[config.mk]
export PLATFORM = sky130hd
export DESIGN_NAME = fncr_front
export DESIGN_NICKNAME = d
export VERILOG_FILES = /design/src/rtl/fncr_pkg.sv /design/src/rtl/fncr_front.sv
export SDC_FILE = /design/constraint.sdc
export NUM_CORES = 1
export LEC_CHECK = 0
export BUFFER_PORTS_ARGS = -buffer_cell sky130_fd_sc_hd__buf_4
export CELL_PAD_IN_SITES_DETAIL_PLACEMENT = 0
export CELL_PAD_IN_SITES_GLOBAL_PLACEMENT = 2
export CORE_AREA = 5 5 371 373
export DETAILED_ROUTE_END_ITERATION = 6
export DIE_AREA = 0 0 376 378
export PLACE_DENSITY_LB_ADDON = 0.1
export SLEW_MARGIN = 20
export SYNTH_ARGS = -nofsm -noshare
export SYNTH_HDL_FRONTEND = slang
export SYNTH_SLANG_ARGS = --single-unit
[constraint.sdc]
create_clock -name vclk -period 8.1
set_clock_uncertainty 0.15 [all_clocks]
set_input_delay 0.81 -clock vclk [all_inputs]
set_output_delay 0.81 -clock vclk [all_outputs]
set_load 0.02 [all_outputs]
[src/rtl/fncr_pkg.sv]
// Shared constants, types and helper functions for the free-network constraint row builder.
package fncr_pkg;

   localparam int COORD_BITS    = 40;
   localparam int DIFF_BITS     = COORD_BITS + 1;
   localparam int COL_BITS      = 16;
   localparam int ROW_BITS      = 6;
   localparam int VAL_BITS      = 64;
   localparam int FRAC_BITS     = 24;
   localparam int NUM_KINDS     = 7;
   localparam int NUM_STEPS     = 12;
   localparam int STEP_BITS     = 4;
   localparam int NUM_SUMS      = 4;
   localparam int SUM_SEL_BITS  = 2;
   localparam int KIND_BITS     = 3;
   localparam int CNT_BITS      = 17;
   localparam int CSR_IDX_BITS  = 3;
   localparam int CSR_DATA_BITS = NUM_KINDS * ROW_BITS;
   localparam int QDEPTH        = 2;
   localparam int QPTR_BITS     = 1;
   localparam int QCNT_BITS     = 2;
   localparam int LO_BITS       = 21;
   localparam int HI_BITS       = DIFF_BITS - LO_BITS;
   localparam int PPLO_BITS     = DIFF_BITS + LO_BITS + 1;
   localparam int PPHI_BITS     = DIFF_BITS + HI_BITS;
   localparam int PROD_BITS     = 2 * DIFF_BITS;
   localparam int ACC_BITS      = VAL_BITS + FRAC_BITS;

   localparam logic [CNT_BITS-1:0]        MAX_POINTS = CNT_BITS'(65536);
   localparam logic signed [VAL_BITS-1:0] Q_ONE      = VAL_BITS'(64'sd16777216);
   localparam logic signed [VAL_BITS-1:0] VAL_MAX    = {1'b0, {(VAL_BITS-1){1'b1}}};
   localparam logic signed [VAL_BITS-1:0] VAL_MIN    = {1'b1, {(VAL_BITS-1){1'b0}}};
   localparam logic [ACC_BITS-1:0]        ROUND_HALF = ACC_BITS'(1) << (FRAC_BITS - 1);

   localparam logic [KIND_BITS-1:0] KIND_DX    = 3'd0;
   localparam logic [KIND_BITS-1:0] KIND_DY    = 3'd1;
   localparam logic [KIND_BITS-1:0] KIND_DZ    = 3'd2;
   localparam logic [KIND_BITS-1:0] KIND_RX    = 3'd3;
   localparam logic [KIND_BITS-1:0] KIND_RY    = 3'd4;
   localparam logic [KIND_BITS-1:0] KIND_RZ    = 3'd5;
   localparam logic [KIND_BITS-1:0] KIND_SCALE = 3'd6;

   localparam logic [SUM_SEL_BITS-1:0] SUM_RX    = 2'd0;
   localparam logic [SUM_SEL_BITS-1:0] SUM_RY    = 2'd1;
   localparam logic [SUM_SEL_BITS-1:0] SUM_RZ    = 2'd2;
   localparam logic [SUM_SEL_BITS-1:0] SUM_SCALE = 2'd3;

   typedef enum logic [CSR_IDX_BITS-1:0] {
      CSR_EST_X     = 3'd0,
      CSR_EST_Y     = 3'd1,
      CSR_EST_Z     = 3'd2,
      CSR_REF_X     = 3'd3,
      CSR_REF_Y     = 3'd4,
      CSR_REF_Z     = 3'd5,
      CSR_ENABLE    = 3'd6,
      CSR_ROW_TABLE = 3'd7
   } csr_index_type;

   typedef enum logic {
      CMD_POINT  = 1'b0,
      CMD_FINISH = 1'b1
   } cmd_type;

   typedef struct packed {
      cmd_type                       cmd;
      logic [2:0]                    vm;
      logic [2:0][COL_BITS-1:0]      col;
      logic [2:0][COORD_BITS-1:0]    p;
      logic [2:0][COORD_BITS-1:0]    e;
      logic [2:0][DIFF_BITS-1:0]     dp;
      logic [2:0][DIFF_BITS-1:0]     de;
   } fncr_item_type;

   typedef struct packed {
      logic [QCNT_BITS-1:0] count;
      logic                 empty;
      logic                 full;
   } fncr_qstat_type;

   typedef struct packed {
      logic                    neg;
      logic                    first;
      logic                    last;
      logic                    kind_en;
      logic [SUM_SEL_BITS-1:0] sel;
   } fncr_acc_tag_type;

   typedef struct packed {
      logic                 valid;
      logic [DIFF_BITS-1:0] a;
      logic [DIFF_BITS-1:0] b;
      fncr_acc_tag_type     tag;
      logic                 inc;
      logic                 clear;
   } fncr_acc_op_type;

   function automatic logic signed [VAL_BITS-1:0] sat_add(
      input logic signed [VAL_BITS-1:0] a,
      input logic signed [VAL_BITS-1:0] b
   );
      logic signed [VAL_BITS-1:0] s;
      s = a + b;
      if ((a[VAL_BITS-1] == b[VAL_BITS-1]) && (s[VAL_BITS-1] != a[VAL_BITS-1])) begin
         s = a[VAL_BITS-1] ? VAL_MIN : VAL_MAX;
      end
      return s;
   endfunction

   function automatic logic signed [VAL_BITS-1:0] sat_neg(
      input logic signed [VAL_BITS-1:0] a
   );
      return (a == VAL_MIN) ? VAL_MAX : -a;
   endfunction

endpackage

[src/rtl/fncr_front.sv]
// Input side: takes a transfer, forms center-relative coordinates and pushes the item.
module fncr_front import fncr_pkg::*; (
   input  logic                        req_valid,
   output logic                        req_ready,
   input  logic                        req_cmd,
   input  logic [COORD_BITS-1:0]       req_prov_x,
   input  logic [COORD_BITS-1:0]       req_prov_y,
   input  logic [COORD_BITS-1:0]       req_prov_z,
   input  logic [COORD_BITS-1:0]       req_est_x,
   input  logic [COORD_BITS-1:0]       req_est_y,
   input  logic [COORD_BITS-1:0]       req_est_z,
   input  logic [2:0]                  req_variable_mask,
   input  logic [COL_BITS-1:0]         req_col_x,
   input  logic [COL_BITS-1:0]         req_col_y,
   input  logic [COL_BITS-1:0]         req_col_z,
   input  logic [2:0][COORD_BITS-1:0]  cfg_est,
   input  fncr_qstat_type              q_stat,
   output logic                        push,
   output fncr_item_type               push_item
);

   logic [2:0][COORD_BITS-1:0] p;
   logic [2:0][COORD_BITS-1:0] e;

   assign req_ready = !q_stat.full;
   assign push      = req_valid && req_ready;

   assign p = {req_prov_z, req_prov_y, req_prov_x};
   assign e = {req_est_z, req_est_y, req_est_x};

   always_comb begin
      push_item.cmd = cmd_type'(req_cmd);
      push_item.vm  = req_variable_mask;
      push_item.col = {req_col_z, req_col_y, req_col_x};
      push_item.p   = p;
      push_item.e   = e;
      for (int i = 0; i < 3; i++) begin
         push_item.dp[i] = DIFF_BITS'($signed({p[i][COORD_BITS-1], p[i]})
                                    - $signed({cfg_est[i][COORD_BITS-1], cfg_est[i]}));
         push_item.de[i] = DIFF_BITS'($signed({e[i][COORD_BITS-1], e[i]})
                                    - $signed({cfg_est[i][COORD_BITS-1], cfg_est[i]}));
      end
   end

endmodule

* After elaboration in Yosys (flattened, before gate mapping) *
Index checks and enable logic that the tools add are counted.

storage, ports and cells
  input bits = 417
  flip-flop bits (word level) = 0
  output and inout bits = 540

operators by class
  reductions and logical operators = 2
  add/subtract/negate cells = 6

operators with widths
  cell               number
  $sub 40x40->41     6
  $logic_and 1x1->1  1
  $logic_not 1->1    1

* Longest topological paths before layout *
  depth in word-level cells = 2
  gate-level depth with buffers = 15

* Worst setup path after synthesis *
OpenSTA, ideal clock, no wires.

  kind = in2out
  from = input port req_prov_y[0]
  to = output port push_item[202] (netlist bit)
  data required time = 7.140 ns
  stages = 14
  path slack = 3.417 ns
  data arrival time = 3.723 ns
  cell sequence = inv_1 ha_1 fa_1 nor2b_1 o21ai_1 a21o_1 a311oi_1 o211ai_1 a31oi_1 a41oi_1 o21ba_2 o21ai_2 a31oi_1 xnor2_1

RTL lines
  item                RTL line          RTL
  start: declaration  fncr_front.sv:7   input logic [COORD_BITS-1:0] req_prov_y,
  end: declaration    fncr_front.sv:19  output fncr_item_type push_item

==> flow_summary.yaml <==
outcome:
  status: "finished, final reports clean"
global_routing:
  antenna_found_initial: 7
  grt_max_degree: 10
  grt_use_total: 0.118
  overflow: 0
  grt_pass1_vias: 17900
  grt_pass1_wl_microns: 126000
worst_setup_path:
  start_kind: "input pin"
  worst_setup_path_end_kind: "output port"
  startpoint: "cfg_est[0]"
  path_class: "input pin to output port"
  required_ps: 7140
  critPathMaxFanout: 4
  cp.arrival_ps: 5040
  crit_end: "push_item[32]"
die:
  rows: 135
  ios: 957
  start_util: 0.110
  die-area_sq_um: 142000
  core_sq_um: 134000
  die_h_microns: 378
  fp.dieW_microns: 376
synth:
  synth_nets: 2804
  synth_top_cell_area_share: 0.204
  syn_area_per_cell_sq_um: 6.89
  syn_area_sq_um: 14700
  synth_cell_types: 73
  postSynthCellCount: 2141
  synthTopCellsByCount: "buf_4 (293), a21oi_1 (245), ha_1 (240)"
  synth.largest_area_cell: "ha_1"
  yosys-top-cells-area: "ha_1 (20%), buf_4 (15%), a21oi_1 (8.3%)"
  seq_area_frac_synth: 0
  yosysMostFrequentCell: "buf_4"
  ys_warn_count: 0
power:
  peakVddDrop_v: 0.0000324
  p_per_area_nw_per_um2: 116
  p_leak_nw: 10.5
final_layout:
  syn2layout_area_growth_pct: 42.7
  fillCellCount: 15500
  nets: 3330
  flops_and_latches: 0
  drive_gt1_frac: 0.327
  regArea_sq_um: 0
  clockBufferCount: 0
sta:
  final_max_slew_viol_count: 0
  finalHoldViolations: 0
  grt_setup_unrepaired: "no"
  period_share: 0.741
  setup_viol_count_final: 0
  tns_ps: 0
  slew_headroom: 0.365
  holdWs_ps: 1470
  fin_crit_ps: 6000
  worst_pin_slew_ps: 947
  fmax_mhz: 167
route:
  drc_errors: 0
  postRouteAntennaNets: 0
  via_per_inst: 3.80
  routed_wl_microns: 91400
  drt-pass1-iter-count: 6
  wl_per_cell_microns: 20.5
  drt-initial-drc-count: 676
  vias: 16900
placement:
  port_buffers: 850
  hpwl_microns: 85400
  gp_congestion: 0.777
hold_path:
  holdCritPathClass: "input pin to output port"
  holdPathStages: 0
clock_tree:
  cts_hold_buf: 0
  cts_resized: 0
  postCtsSetupRepairBufs: 0
flow_run:
  max-cap-violations: 0
## cell type report
cell class / count / area (sq um) / area share
Inverter: 193 / 724 / 0.0344
Multi-Input combinational cell: 1620 / 11700 / 0.555
Timing Repair Buffer: 852 / 6400 / 0.304
Tap cell: 1781 / 2230 / 0.106
Antenna cell: 3 / 7.51 / 0.000357
## critical path: stages
cell and delay [ps]:
buf_4 130, ha_1 210, fa_1 560, nand2b_1 290, a211oi_1 340, o31ai_1 170
a21oi_1 380, a22o_1 370, a31o_2 240, a211oi_1 120, or3_1 490, nor3_1 400
nand2b_1 180, xor2_1 160, buf_4 180
## power breakdown
| part | total (mW) | internal, mW | switching (mW) |
|---|---|---|---|
| Sequential | 0 | 0 | 0 |
| Combinational | 2.44 | 0.968 | 1.47 |
| Clock | 0.0000000503 | 0.0000000503 | 0 |
| Total | 2.44 | 0.968 | 1.47 |
## kinds of logic (layout without fill, tap and decap cells)
kind of cell	after synthesis	count (layout)	synth area share
AO/OA/AOI/OAI	696	696	0.302
buffers and inverters	521	1045	0.207
AND/OR/NAND/NOR	467	467	0.154
adder cells (fa/ha/maj)	246	246	0.212
XOR/XNOR	210	210	0.125
multiplexers	1	1	0.000679
other	0	3	0
## layer usage
metal / GRT usage / up-vias / part of all wire
met2: 0.221 / 571 / 0.51
li1: - / 8341 / -
met3: 0.0271 / 80 / 0.065
met4: 0.0255 / 2 / 0.024
met5: 0 / - / 0.00012
met1: 0.136 / 7896 / 0.40
## stage by stage
step	total power [mW]	cell area (sq um)	std cells	util	worst slack [ps]
floorplan	1.44	14700	2141	-	3420
global placement	2.51	21000	4446	0.157	2010
global route	2.64	21000	4448	0.157	1720
detailed placement	2.49	21000	4446	0.157	2010
CTS	2.51	21000	4446	0.157	2000
finish	2.44	21000	4449	0.157	2100
## cells in the final DEF, fill, tap and decap left out, drive strengths merged, types with 19 or more instances in the layout
master  synthesis  routed
nor2b          36      36
nand3          43      43
buf           295     852
a21o          123     123
ha            240     240
nor3           32      32
nand4          38      38
nor2          115     115
o21ai         124     124
inv           193     193
xnor2         140     140
a21oi         246     246
o21a           29      29
o21bai         37      37
nand2b         29      29
xor2           70      70
nand2         120     120
a31oi          19      19
## worst min path at each step
stage	start	endpoint	slack, ps
after floorplan	q_stat[0]	req_ready	1550
after global placement	req_col_x[1]	push_item[487]	1470
after detailed placement	req_col_x[1]	push_item[487]	1470
after CTS	req_col_x[1]	push_item[487]	1470
after global routing	req_col_z[7]	push_item[525]	1470
final	req_col_x[2]	push_item[488]	1470
(Power assumes the default switching activity.)
