<file path="config.mk">
export PLATFORM = sky130hd
export DESIGN_NAME = fncr_queue
export DESIGN_NICKNAME = d
export VERILOG_FILES = /design/src/rtl/fncr_pkg.sv /design/src/rtl/fncr_queue.sv
export SDC_FILE = /design/constraint.sdc
export NUM_CORES = 1
export LEC_CHECK = 0
export ABC_AREA = 1
export BUFFER_PORTS_ARGS = -buffer_cell sky130_fd_sc_hd__buf_2
export CAP_MARGIN = 0
export CORE_AREA = 2 2 419 421
export DETAILED_ROUTE_END_ITERATION = 10
export DIE_AREA = 0 0 421 423
export SLEW_MARGIN = 20
export SYNTH_ARGS = -nofsm -noshare
export SYNTH_HDL_FRONTEND = slang
export SYNTH_SLANG_ARGS = --single-unit
</file>
<file path="constraint.sdc">
create_clock -name clock -period 27.7 [get_ports clock]
set_input_delay 0 -clock clock [delete_from_list [all_inputs] [get_ports clock]]
set_output_delay 0 -clock clock [all_outputs]
set_load 0.01 [all_outputs]
</file>
<file path="src/rtl/fncr_pkg.sv">
// Shared constants, types and helper functions for the free-network constraint row builder.
package fncr_pkg;

   localparam int COORD_BITS    = 40;
   localparam int DIFF_BITS     = COORD_BITS + 1;
   localparam int COL_BITS      = 16;
   localparam int ROW_BITS      = 6;
   localparam int VAL_BITS      = 64;
   localparam int FRAC_BITS     = 24;
   localparam int NUM_KINDS     = 7;
   localparam int NUM_STEPS     = 12;
   localparam int STEP_BITS     = 4;
   localparam int NUM_SUMS      = 4;
   localparam int SUM_SEL_BITS  = 2;
   localparam int KIND_BITS     = 3;
   localparam int CNT_BITS      = 17;
   localparam int CSR_IDX_BITS  = 3;
   localparam int CSR_DATA_BITS = NUM_KINDS * ROW_BITS;
   localparam int QDEPTH        = 2;
   localparam int QPTR_BITS     = 1;
   localparam int QCNT_BITS     = 2;
   localparam int LO_BITS       = 21;
   localparam int HI_BITS       = DIFF_BITS - LO_BITS;
   localparam int PPLO_BITS     = DIFF_BITS + LO_BITS + 1;
   localparam int PPHI_BITS     = DIFF_BITS + HI_BITS;
   localparam int PROD_BITS     = 2 * DIFF_BITS;
   localparam int ACC_BITS      = VAL_BITS + FRAC_BITS;

   localparam logic [CNT_BITS-1:0]        MAX_POINTS = CNT_BITS'(65536);
   localparam logic signed [VAL_BITS-1:0] Q_ONE      = VAL_BITS'(64'sd16777216);
   localparam logic signed [VAL_BITS-1:0] VAL_MAX    = {1'b0, {(VAL_BITS-1){1'b1}}};
   localparam logic signed [VAL_BITS-1:0] VAL_MIN    = {1'b1, {(VAL_BITS-1){1'b0}}};
   localparam logic [ACC_BITS-1:0]        ROUND_HALF = ACC_BITS'(1) << (FRAC_BITS - 1);

   localparam logic [KIND_BITS-1:0] KIND_DX    = 3'd0;
   localparam logic [KIND_BITS-1:0] KIND_DY    = 3'd1;
   localparam logic [KIND_BITS-1:0] KIND_DZ    = 3'd2;
   localparam logic [KIND_BITS-1:0] KIND_RX    = 3'd3;
   localparam logic [KIND_BITS-1:0] KIND_RY    = 3'd4;
   localparam logic [KIND_BITS-1:0] KIND_RZ    = 3'd5;
   localparam logic [KIND_BITS-1:0] KIND_SCALE = 3'd6;

   localparam logic [SUM_SEL_BITS-1:0] SUM_RX    = 2'd0;
   localparam logic [SUM_SEL_BITS-1:0] SUM_RY    = 2'd1;
   localparam logic [SUM_SEL_BITS-1:0] SUM_RZ    = 2'd2;
   localparam logic [SUM_SEL_BITS-1:0] SUM_SCALE = 2'd3;

   typedef enum logic [CSR_IDX_BITS-1:0] {
      CSR_EST_X     = 3'd0,
      CSR_EST_Y     = 3'd1,
      CSR_EST_Z     = 3'd2,
      CSR_REF_X     = 3'd3,
      CSR_REF_Y     = 3'd4,
      CSR_REF_Z     = 3'd5,
      CSR_ENABLE    = 3'd6,
      CSR_ROW_TABLE = 3'd7
   } csr_index_type;

   typedef enum logic {
      CMD_POINT  = 1'b0,
      CMD_FINISH = 1'b1
   } cmd_type;

   typedef struct packed {
      cmd_type                       cmd;
      logic [2:0]                    vm;
      logic [2:0][COL_BITS-1:0]      col;
      logic [2:0][COORD_BITS-1:0]    p;
      logic [2:0][COORD_BITS-1:0]    e;
      logic [2:0][DIFF_BITS-1:0]     dp;
      logic [2:0][DIFF_BITS-1:0]     de;
   } fncr_item_type;

   typedef struct packed {
      logic [QCNT_BITS-1:0] count;
      logic                 empty;
      logic                 full;
   } fncr_qstat_type;

   typedef struct packed {
      logic                    neg;
      logic                    first;
      logic                    last;
      logic                    kind_en;
      logic [SUM_SEL_BITS-1:0] sel;
   } fncr_acc_tag_type;

   typedef struct packed {
      logic                 valid;
      logic [DIFF_BITS-1:0] a;
      logic [DIFF_BITS-1:0] b;
      fncr_acc_tag_type     tag;
      logic                 inc;
      logic                 clear;
   } fncr_acc_op_type;

   function automatic logic signed [VAL_BITS-1:0] sat_add(
      input logic signed [VAL_BITS-1:0] a,
      input logic signed [VAL_BITS-1:0] b
   );
      logic signed [VAL_BITS-1:0] s;
      s = a + b;
      if ((a[VAL_BITS-1] == b[VAL_BITS-1]) && (s[VAL_BITS-1] != a[VAL_BITS-1])) begin
         s = a[VAL_BITS-1] ? VAL_MIN : VAL_MAX;
      end
      return s;
   endfunction

   function automatic logic signed [VAL_BITS-1:0] sat_neg(
      input logic signed [VAL_BITS-1:0] a
   );
      return (a == VAL_MIN) ? VAL_MAX : -a;
   endfunction

endpackage

</file>
<file path="src/rtl/fncr_queue.sv">
// Two-entry item queue between the input side and the sequencer.
module fncr_queue import fncr_pkg::*; (
   input  logic           clock,
   input  logic           reset,
   input  logic           push,
   input  fncr_item_type  push_item,
   input  logic           pop,
   output fncr_item_type  head,
   output fncr_qstat_type q_stat
);

   fncr_item_type        ent_ff [QDEPTH];
   logic [QPTR_BITS-1:0] wr_ptr_ff;
   logic [QPTR_BITS-1:0] rd_ptr_ff;
   logic [QCNT_BITS-1:0] count_ff;
   logic [QCNT_BITS-1:0] count_in;

   always_comb begin
      count_in = count_ff;
      if (push && !pop) begin
         count_in = count_ff + QCNT_BITS'(1);
      end else if (pop && !push) begin
         count_in = count_ff - QCNT_BITS'(1);
      end
   end

   always_ff @(posedge clock) begin
      if (reset) begin
         wr_ptr_ff <= '0;
         rd_ptr_ff <= '0;
         count_ff  <= '0;
      end else begin
         count_ff <= count_in;
         if (push) begin
            wr_ptr_ff <= wr_ptr_ff + QPTR_BITS'(1);
         end
         if (pop) begin
            rd_ptr_ff <= rd_ptr_ff + QPTR_BITS'(1);
         end
      end
   end

   always_ff @(posedge clock) begin
      if (push) begin
         ent_ff[wr_ptr_ff] <= push_item;
      end
   end

   assign head         = ent_ff[rd_ptr_ff];
   assign q_stat.count = count_ff;
   assign q_stat.empty = (count_ff == '0);
   assign q_stat.full  = (count_ff == QCNT_BITS'(QDEPTH));

endmodule

</file>
# Yosys cells after proc, flatten, opt, wreduce, memory -nomap -nowiden
# Memories as Yosys holds them, arrays and structs flattened. A register that Yosys moved wholly into a read port is not among the register bits.
# Cells that the tools add are included.
# word_totals
mem_count	1
ramBits	1076
register_bits	4
wordCells	21
input_bits	542
output_inout_bits	542
# classes
n_reduce_logical	6
eq_ne	1
addsub	4
n_mux	6
# mem_list
memory	depth	word_bits	rd	rd_ports_with_merged_regs	write_ports	line_no	rtl
ent_ff	2	538	1	1	1	fncr_queue.sv:12	fncr_item_type ent_ff [QDEPTH];
# ops
operator	count
2-to-1 mux 1 bit	4
2-to-1 mux 2 bit	2
adder 1 bit, second input constant	2
adder 2 x 1 -> 2 bit, second input constant	1
equality test 2 bit, second input constant	1
logical AND 1 bit	2
zero test 1 bit	2
zero test 2 bit	1
nonzero test 2 bit	1
subtractor 2 x 1 -> 2 bit, second input constant	1

# Logic depth before layout (Yosys ltp)
# logic_depth
ltp_word	4
depth_mapped	8
mapped_depth_nobuf	8

# Worst setup path before layout
# No wires, ideal clock.
# synth_timing
path_type	reg-to-reg
startpoint	register wr_ptr_ff
endpoint	memory ent_ff[0][0] (netlist bit) (enable)
path_slack_ns	3.717
n_path_buf	0
setup_ns	1.468
t_arrival_ns	22.515
stages_incl_launch_ff	2
period_less_slack_ns	23.983
t_required_ns	26.232
path_cell_list	dfxtp_1 nor2_1
# synth_rtl
element	line_no	rtl
from (decl)	fncr_queue.sv:13	logic [QPTR_BITS-1:0] wr_ptr_ff;
from (signal assigned)	fncr_queue.sv:35	wr_ptr_ff <= wr_ptr_ff + QPTR_BITS'(1);
to (decl)	fncr_queue.sv:12	
# Straight into the memory's write port.

==> flow_summary_export.csv <==
group,metric,value,unit
detailed_routing,finalWirelength,137000,um
logic_synthesis,yosys_warnings,0,
logic_synthesis,synth_area,39300,sq um
worst_setup_path,worst-path-max-fanout,151,
placement,dp_hpwl,95400,um
detailed_routing,wl_per_cell,21.8,um
clocking,cts_buffer_depth,3,
logic_synthesis,ys_ff_latch,1081,
logic_synthesis,avgSynthCellArea,23.0,sq um
timing,tightest_slew,1.16,ns
worst_hold_path,hp-class,"primary input to flop",
logic_synthesis,synth_edf_count,1076,
detailed_routing,dr_wl_met3,9960,um
finish,area_growth,55.4,%
grt,grt_pass1_wl,190000,um
floorplanning,die_h,423,um
worst_setup_path,cp-endpoint,"head[38]",
clocking,cts.sinks,1081,
timing,skew,0.0286,ns
timing,slew_headroom,22.6,%
logic_synthesis,synth-async-reset-ratio,0,%
clocking,cts_buffers,113,
worst_setup_path,end_kind,"output port",
timing,maxSlewViolCount,0,
clocking,root_buffer,"clkbuf_16",
grt,grt_usage,14.8,%
logic_synthesis,synth_top_area_share,82.3,%
finish,final_area,61000,sq um
grt,grt_max_degree,168,
worst_setup_path,cp.depth,5,
power_and_ir_drop,powerDensity,66.3,nW/um^2
logic_synthesis,synth_cells,1707,
outcome,outcome,"finished, final reports clean",
detailed_routing,dr_wl_met2,67000,um
floorplanning,num_rows,153,
worst_setup_path,path_cells,"buf_12 > buf_4 > buf_4 > mux2_2 > buf_2",
power_and_ir_drop,leakagePower,22.7,nW
floorplanning,die_area,178000,sq um
floorplanning,start_util,22.7,%
detailed_routing,routed.top_layer,"met5",
floorplanning,ios,1084,
grt,grt-ovfl-total,0,
worst_setup_path,cp_common_cell,"buf_4",
logic_synthesis,synth.most_common_cell,"edfxtp_1",
placement,gp_congestion,0.924,
power_and_ir_drop,p_total,0.00405,W
worst_setup_path,ff2ff_setup_slack,23.21,ns
logic_synthesis,netlist_top_cells_count,"1,076 x edfxtp_1, 537 x mux2_2, 58 x buf_6, 9 x inv_1, 7 x nor2_1",
worst_setup_path,slowest_stage,"dfxtp_4",
detailed_routing,ant_nets,0,
timing,worst_slack,22.78,ns
detailed_routing,num_vias,25500,
logic_synthesis,synth_largest_area_cell,"edfxtp_1",
worst_setup_path,crit_type,"flop to output port",
timing,hold_viol_final,0,
finish,nets,4404,
timing,final.setup.tns,0,ns
worst_setup_path,worst-path-buf-inv,4,
power_and_ir_drop,ir_worst_vdd,0.0692,mV
worst_setup_path,startpoint_type,"flop",
placement,io_buffers,1083,
logic_synthesis,yosysSeqAreaShare,82.6,%
finish,num-fill-cells,16300,
placement,pre_cts_ws,23.12,ns
worst_setup_path,path_delay_family,"buffers and inverters",
logic_synthesis,synth_cell_types,17,
finish,drive_above_1_share,45.9,%
detailed_routing,via_per_inst,4.05,
worst_setup_path,cpPeakStageDelay,0.95,ns
timing,period_minus_slack,4.92,ns
logic_synthesis,synth_area_leaders,"edfxtp_1 82%, mux2_2 15%, buf_6 1.7%",
floorplanning,design.core.area,173000,sq um
worst_setup_path,r2r-start,"wr_ptr_ff",
job,cap_violations,0,
clocking,htreeDepth,3,
timing,rsz0062_at_grt,"no",
floorplanning,die_w,421,um
logic_synthesis,synth-main-ff-cell,"edfxtp_1",
grt,grt_pass1_vias,26800,
detailed_routing,drt_iter0_drc,1832,
worst_setup_path,arrival,4.92,ns
timing,fmax,203,MHz
clocking,insertion_delay,0.76,ns
worst_setup_path,worst-r2r-cell-count,6,
finish,final_core_util,35.2,%
placement,placed_cell_area,47100,sq um
timing,setup_viol,0,
worst_setup_path,cp.required,27.70,ns
logic_synthesis,syn-num-nets,2250,
timing,min_period_over_period,17.8,%
grt,antenna_found_initial,51,
detailed_routing,drc_errors,0,
worst_hold_path,hold_path_depth,2,
detailed_routing,drt_pass1_iterations,5,
worst_setup_path,r2r_end,"ent_ff[1][25]",
detailed_routing,wl_met1,52500,um
clocking,cts_tree,"built",
clocking,clk_pin_slew,0.06,ns
## through the flow
step / instances / hold slack, ns
after floorplan: 1707 / 0.0724
after global placement: 5074 / 0.188
after detailed placement: 5074 / 0.191
after CTS: 6279 / 0.000183
after global routing: 6291 / 0.00630
final: 6299 / 0.0566
## cell families after synthesis
| family | share of synthesized area, % |
|---|---|
| flip-flops | 82.6 |
| multiplexers | 15.4 |
| buffers and inverters | 1.78 |
| AND/OR/NAND/NOR | 0.156 |
| AO/OA/AOI/OAI | 0.0255 |
| XOR/XNOR | 0.0223 |
| adder cells (fa/ha/maj) | 0.0319 |
## cells in the final DEF (no fill, tap or decap), types with 8 or more instances in the layout
master | netlist | layout
mux2_2 | 537 | 537
inv_1 | 9 | 8
clkinv_2 | 0 | 24
clkinv_1 | 0 | 14
bufinv_16 | 0 | 18
edfxtp_1 | 1076 | 1076
clkbuf_1 | 0 | 21
dlygate4sd3_1 | 0 | 997
buf_2 | 1 | 1083
buf_4 | 1 | 15
clkbuf_16 | 0 | 114
diode_2 | 0 | 20
## worst register-to-register path, delay by kind of cell (launching register included)
kind	cells	cell delay [ns]
AND/OR/NAND/NOR	1	0.16
buffers and inverters	5	3.49
flip-flops	1	0.40
## per-layer routing
layer  up-vias  global-route usage [%]
li1      11200                       -
met1     13000                    17.2
met2      1010                    24.8
met3       312                    3.95
met4        40                    8.05
met5         -                       0
## what timing repair did
item | CTS | global route
setup endpoints to repair | 0 | 0
setup buffers | 0 | 0
resized for setup | 0 | 0
hold buffers | 997 | 0
hold endpoints to repair | 1081 | 0
## power by group
part	switching [W]	total, W	internal [W]
logic	0.000270	0.000530	0.000260
registers	0.0000237	0.00192	0.00190
clock network	0.000664	0.00159	0.000930
## layout make-up
cell class	count	area (sq um)	area share (%)
sequential	1081	32400	53.1
timing repair buffer	2099	15600	25.6
multi-input combinational	557	6160	10.1
clock buffer	137	2960	4.85
tap	2325	2910	4.77
clock inverter	71	882	1.45
antenna	20	50.0	0.0820
inverter	9	41.3	0.0677
## worst min path at each step
| stage | startpoint | end |
|---|---|---|
| floorplan | reset | flop |
| global placement | push_item[59] | ent_ff[1][59] |
| detailed placement | push_item[144] | ent_ff[0][144] |
| CTS | push_item[273] | ent_ff[0][273] |
| global route | push_item[77] | ent_ff[1][77] |
| finish | push_item[3] | ent_ff[1][3] |
## sequential cells by signal (all words and copies together) (netlist names), named ones only
| register | count |
|---|---|
| count_ff | 2 |
| rd_ptr_ff | 1 |
| ent_ff | 1076 |
| wr_ptr_ff | 1 |
Power figures use the tool's default switching activity.
